### src/lfa_pkg.sv
package lfa_pkg;

	localparam int SIGMOID_SEGMENTS_DEF = 64;
	localparam longint ZLIM = 524288;
	localparam int NUM_TERMS = 10;
	localparam int QUEUE_DEPTH = 2;

	localparam logic signed [31:0] SCALE_RST = 32'sd65536;
	localparam logic signed [31:0] SLOPE_RST = 32'sd65536;
	localparam logic signed [31:0] OFFSET_RST = 32'sd0;

	typedef enum logic [1:0] {
		REG_SCALE  = 2'd0,
		REG_SLOPE  = 2'd1,
		REG_OFFSET = 2'd2
	} reg_idx_t;

	typedef struct packed {
		logic signed [31:0] scale;
		logic signed [31:0] slope;
		logic signed [31:0] offset;
	} theta_t;

	typedef struct packed {
		logic [16:0]        weight;
		logic               last;
		logic [16:0]        s;
		logic signed [47:0] g1;
		logic signed [31:0] g2;
	} point_t;

	// upper-triangle walk of the 4x4 matrix
	function automatic logic [1:0] term_row(input logic [3:0] t);
		logic [1:0] r;
		case (t)
			4'd0, 4'd1, 4'd2, 4'd3: r = 2'd0;
			4'd4, 4'd5, 4'd6:       r = 2'd1;
			4'd7, 4'd8:             r = 2'd2;
			4'd9:                   r = 2'd3;
			default:                r = 2'd0;
		endcase
		return r;
	endfunction

	function automatic logic [1:0] term_col(input logic [3:0] t);
		logic [1:0] c;
		case (t)
			4'd0:             c = 2'd0;
			4'd1, 4'd4:       c = 2'd1;
			4'd2, 4'd5, 4'd7: c = 2'd2;
			4'd3, 4'd6, 4'd8, 4'd9: c = 2'd3;
			default:          c = 2'd0;
		endcase
		return c;
	endfunction

	// shift-subtract quotient for the elaboration-time table build
	function automatic logic [63:0] const_udiv(input logic [63:0] num, input logic [63:0] den);
		logic [63:0] quo;
		logic [64:0] rem;
		quo = '0;
		rem = '0;
		for (int b = 63; b >= 0; b--) begin
			rem = {rem[63:0], num[b]};
			if (rem >= 65'(den)) begin
				rem = rem - 65'(den);
				quo[b] = 1'b1;
			end
		end
		return quo;
	endfunction

	// 1/(1+exp(t)) in Q0.16 for t >= 0, evaluated at elaboration only
	function automatic logic [16:0] pos_sigmoid(input logic [63:0] t);
		logic [63:0] sum;
		logic [63:0] term;
		logic [63:0] d;
		sum = 64'h1_0000_0000;
		term = sum;
		for (int n = 1; n <= 40; n++) begin
			term = const_udiv((term * t) >> 16, 64'(n));
			sum = sum + term;
		end
		d = 64'h1_0000_0000 + sum;
		return 17'(const_udiv(64'h1_0000_0000_0000 + (d >> 1), d));
	endfunction

endpackage

### src/lfa_queue.sv
module lfa_queue (
	input  logic            clk,
	input  logic            arst_n,
	input  logic            push_valid,
	output logic            push_ready,
	input  lfa_pkg::point_t push_data,
	output logic            pop_valid,
	input  logic            pop_ready,
	output lfa_pkg::point_t pop_data
);

	localparam int AW = $clog2(lfa_pkg::QUEUE_DEPTH);
	localparam int CW = $clog2(lfa_pkg::QUEUE_DEPTH + 1);

	lfa_pkg::point_t mem_q [lfa_pkg::QUEUE_DEPTH];
	logic [AW-1:0]   wr_q;
	logic [AW-1:0]   rd_q;
	logic [CW-1:0]   count_q;
	logic            push;
	logic            pop;

	assign push_ready = (count_q != CW'(lfa_pkg::QUEUE_DEPTH));
	assign pop_valid = (count_q != '0);
	assign push = push_valid && push_ready;
	assign pop = pop_valid && pop_ready;
	assign pop_data = mem_q[rd_q];

	always_ff @(posedge clk or negedge arst_n) begin
		if (!arst_n) begin
			wr_q <= '0;
			rd_q <= '0;
			count_q <= '0;
		end else begin
			if (push)
				wr_q <= (wr_q == AW'(lfa_pkg::QUEUE_DEPTH - 1)) ? '0 : wr_q + 1'b1;
			if (pop)
				rd_q <= (rd_q == AW'(lfa_pkg::QUEUE_DEPTH - 1)) ? '0 : rd_q + 1'b1;
			if (push && !pop)
				count_q <= count_q + 1'b1;
			else if (pop && !push)
				count_q <= count_q - 1'b1;
		end
	end

	always_ff @(posedge clk) begin
		if (push)
			mem_q[wr_q] <= push_data;
	end

endmodule

### config.mk
export PLATFORM = sky130hd
export DESIGN_NAME = lfa_queue
export DESIGN_NICKNAME = d
export VERILOG_FILES = /design/src/lfa_pkg.sv /design/src/lfa_queue.sv
export SDC_FILE = /design/constraint.sdc
export NUM_CORES = 1
export LEC_CHECK = 0
export BUFFER_PORTS_ARGS = -buffer_cell sky130_fd_sc_hd__buf_2
export CORE_MARGIN = 5
export CORE_UTILIZATION = 55
export DETAILED_ROUTE_END_ITERATION = 16
export GPL_ROUTABILITY_DRIVEN = 1
export PLACE_DENSITY = 0.83
export SLEW_MARGIN = 0
export SYNTH_ARGS = -nofsm -noshare
export SYNTH_HDL_FRONTEND = slang
export SYNTH_SLANG_ARGS = --single-unit
### constraint.sdc
create_clock -name clk -period 9.9 [get_ports clk]
set_clock_uncertainty 0.05 [all_clocks]
set_input_delay 0.495 -clock clk [delete_from_list [all_inputs] [get_ports clk]]
set_output_delay 0.495 -clock clk [all_outputs]
set_load 0.02 [all_outputs]
Word level (Yosys, flattened, before mapping)
Memories as Yosys holds them, arrays and structs flattened.
Cells that the tools add are included.
- $add $sub $neg: 4
- equal/unequal tests: 1
- mux-type cells: 6
- reductions and logical operators: 8
- operators by type and width (kind ; count):
    1-bit logical AND ; 4
    1-bit 2-to-1 mux ; 4
    2-bit 2-to-1 mux ; 2
    2-bit nonzero test ; 2
    1-bit adder, second input constant ; 2
    2-bit by 1-bit adder with 2-bit output, second input constant ; 1
    1-bit zero test ; 2
    2-bit != test, second input constant ; 1
    2-bit by 1-bit subtractor with 2-bit output, second input constant ; 1
- register bits: 4
- memory bits (writable): 230
- bits of input ports: 119
- output and inout bits: 117
- word-level logic and storage cells: 23
- memories kept: 1
- memories (memory ; depth ; bits a word ; read ports ; clocked after memory_dff ; write ports ; line ; source):
    mem_q ; 2 ; 115 ; 1 ; 0 ; 1 ; lfa_queue.sv:15 ; lfa_pkg::point_t mem_q [lfa_pkg::QUEUE_DEPTH];

Logic depth before layout (Yosys ltp)
- depth in word-level cells: 6
- gate-level depth with buffers: 7

Worst setup path after synthesis
OpenSTA, ideal clock, no wires.
- kind: reg-to-reg
- start point: register count_q[0]
- end point: memory mem_q[0][0] in the netlist's numbering (enable)
- library setup time: 590 ps
- arrival time: 5581 ps
- required time: 9260 ps
- path slack: 3679 ps
- cell stages (with the launch flop): 4
- buffers on the path: 0
- clock period less this slack: 6221 ps
- cell sequence: dfrtp_1 -> nand2b_1 -> nand2_1 -> nor2_1
- longest elaborated chain between the ends: 4
- ends and longest elaborated chain (what ; line ; source):
    start: declaration ; lfa_queue.sv:18 ; logic [CW-1:0] count_q;
    start signal: assignment ; lfa_queue.sv:39 ; count_q <= count_q + 1'b1;
    start signal: assignment ; lfa_queue.sv:41 ; count_q <= count_q - 1'b1;
    2-bit != test ; lfa_queue.sv:22 ; assign push_ready = (count_q != CW'(lfa_pkg::QUEUE_DEPTH));
    net push_ready ; lfa_queue.sv:5 ; output logic push_ready,
    1-bit logical AND ; lfa_queue.sv:24 ; assign push = push_valid && push_ready;
    1-bit 2-to-1 mux ; lfa_queue.sv:46 ; if (push)
    1-bit 2-to-1 mux (implied by the code) ; lfa_queue.sv:47 ; mem_q[wr_q] <= push_data;
    end: declaration ; lfa_queue.sv:15 ;
The timed path passes the listed nets, and every way through them passes these cells.

==> summary.txt <==
Outcome
  – Status: complete, no violations

Timing
  – Worst slew margin: 0.3148
  – Setup Total Neg Slack: 0 ns
  – Fmax achieved: 0.2845 GHz
  – Crit path time final: ~3.5 ns
  – Final setup violation count: 0
  – Hold_ws: 0.1423 ns
  – Setup WS post-layout: 6.386 ns
  – Worst Tran Pin Value: 1.028 ns
  – Final Cycle Share: 0.3550
  – Hold Vio Cnt, Final: 0
  – Max-slew violation count: 0
  – RSZ-0062 raised after global routing: false

Global route
  – Gr busiest metal: met2
  – Initial antenna violation count: 3
  – Global Route Usage Sum: 0.1771
  – GR Layer Usage met1: 0.2335
  – Met3 Use GR: 0.05126
  – First-pass GRT wire length: 25340 µm
  – Global Route met2 Usage: 0.2901
  – Number of global-route vias before repair: 4741
  – Pin count of the biggest net entering global routing: 64
  – Grt ovf: 0

Placement
  – Final Wtd Congestion: 0.8157
  – DP HPWL: around 11000 µm
  – Port Buffer Count: 235
  – DP Worst Slack: ~6.9 ns
  – Area post-placement: 0.01003 mm²
  – Dpl cells: 813

Synth
  – Unique masters post-synth: 15
  – Net Count, Synth: a little under 500
  – Mean post-synth cell area: 23.00 µm²
  – Synthesized area: a little under 0.009 mm²
  – Syn Inst Count: 376
  – Seq cells post-synth: 234
  – Yosys synthesis warning count: 0
  – Post-synth top area cell: edfxtp_1
  – Synth area leaders: edfxtp_1 (80%), mux2_2 (9.8%), mux2_4 (6.9%)
  – Synth top area share: 0.7986
  – Register area share after synthesis: 0.8102

Worst setup path
  – Flop2flop setup slack: a little under 7 ns
  – Worst setup path endpoint: pop_data[18]
  – Reg2reg end: mem_q[0][3]
  – CP arrival: about 3 ns
  – Critical setup path kind: flop to output pin
  – Worst Reg-to-Reg Cells: 5
  – Worst setup EP type: output pin
  – CP Launch Point: rd_q
  – CP Max Fanout: 63
  – R2R Path Start: count_q[0]
  – Critical path startpoint category: flop
  – Req. time, crit path: around 9.4 ns

Floorplanning
  – Die area: approximately 0.018 mm²
  – Die X: around 140 µm
  – Initial Util: 0.5647
  – Core box area: 0.01531 mm²
  – Num rows: between 40 and 50
  – Die Ht: 135.4 µm
  – I/O Pins: 236

Detailed routing
  – Initial DRT Pass Iterations: 4
  – DR vias/cell: roughly 5
  – Routed wire per std cell: 19.39 µm
  – Vias: approximately 4400
  – Drt drc: 0
  – Detailed Route WL: 16580 µm
  – DRT antenna net count: 0
  – Starting DRT DRC Count: 217

Clocking
  – H-tree levels: 1
  – Clock Sink Count: 234
  – Clk_lat worst skew: about 0.5 ns
  – Maximum root-to-sink buffer count: 3
  – Clock root buffer master: clkbuf_16
  – Clock buffer count from CTS: 23
  – CTS tree: built
  – Worst-path clk slew: 0.06 ns

Cells and area
  – Layout area overhead: 23.70%
  – Sequential Area: 0.007010 mm²
  – Fin area: 0.01070 mm²
  – Area of the multi-input gates: between 0.0015 and 0.002 mm²
  – Share of layout cells above drive strength 1: 0.5988
  – # nets final: approximately 750
  – Fill cells: ~1000
  – Post-Layout Cell Count: 855
  – Commonest non-fill, non-tap cell in the layout: buf_2
  – Most frequent cells in the layout: buf_2 (235), edfxtp_1 (230), mux2_2 (75), mux2_4 (40), clkbuf_16 (23)

Power
  – LEAKAGE: 4.122 nW
  – Maximum vdd drop: 0.1988 mV
  – Power Dens Cells: slightly above 300 mW/mm²

Worst hold path
  – Worst Hold Class: input pin to flop
  – HP Start: push_data[15]

Flow run
  – Max Cap Viol: 0
## registers in the layout, summed over array words and instances, names as in the netlist
name,count
wr_q,1
rd_q,1
mem_q,230
count_q,2
## cells in the mapped netlist, drive strengths merged
library cell and count:
nor2 2, edfxtp 230, xor2 2, or2 1, buf 13, and3 1, nand2 2, xnor2 3
inv 1, mux2 115, dfrtp 4, nand2b 1, ha 1
## through the flow
stage | total power (W) | utilization
5_1_grt | 0.003461 | 0.6984
3_5_place_dp | 0.002583 | 0.6551
6_report | 0.003308 | 0.6985
3_3_place_gp | 0.002550 | 0.6551
4_1_cts | 0.003346 | 0.6984
2_1_floorplan | 0.002276 | -
## cells by family (layout without fill, tap and decap cells)
logic type | Yosys count | in the layout | synth area share
xor+xnor | 5 | 5 | 0.005065
buf+inv | 14 | 281 | 0.01230
other cells | 0 | 1 | 0
simple gates | 7 | 7 | 0.003908
fa+ha+maj | 1 | 1 | 0.001447
mux | 115 | 115 | 0.1671
flops | 234 | 234 | 0.8102
## power breakdown
part / switching (W) / internal [W] / total, W
Clock: 0.000328 / 0.000432 / 0.000761
Sequential: 0.0000970 / 0.00136 / 0.00145
Combinational: 0.000640 / 0.000453 / 0.00109
Total: 0.00107 / 0.00224 / 0.00331
## metal layers
metal	vias to the layer above	routed length, µm
met1	2136	6639
li1	2000	-
met5	-	40
met4	6	375
met3	35	1402
met2	189	8121
## critical path, cell delays in order, from the launching register on
cell     delay [ns]
dfrtp_4        0.90
buf_4          0.89
mux2_2         0.42
buf_2          0.17
## repair_timing
| action | in CTS | in global routing |
|---|---|---|
| hold buffers | 1 | 0 |
| buffers inserted | 0 | 0 |
| gates resized for setup | 0 | 0 |
| endpoints found under the hold margin | 4 | 0 |
## area by class of cell
type,count,share of cell area
diodes,1,0.0002339
clock buffers,31,0.05754
clock inverters,9,0.003509
inverters,1,0.0003509
multi-input cells,128,0.1447
flip-flops and latches,234,0.6553
well taps,211,0.02468
repair buffers,240,0.1137
## how the worst min path moves through the flow
stage                         end  slack [ns]  cells past startpoint
floorplan              count_q[0]        0.15                      0
global placement       count_q[0]        0.26                      1
detailed placement     count_q[0]        0.26                      1
CTS                  mem_q[1][15]        0.12                      1
global route        mem_q[1][110]        0.13                      1
finish               mem_q[1][15]        0.14                      1
Note: power is estimated with default switching activity, not from simulation.
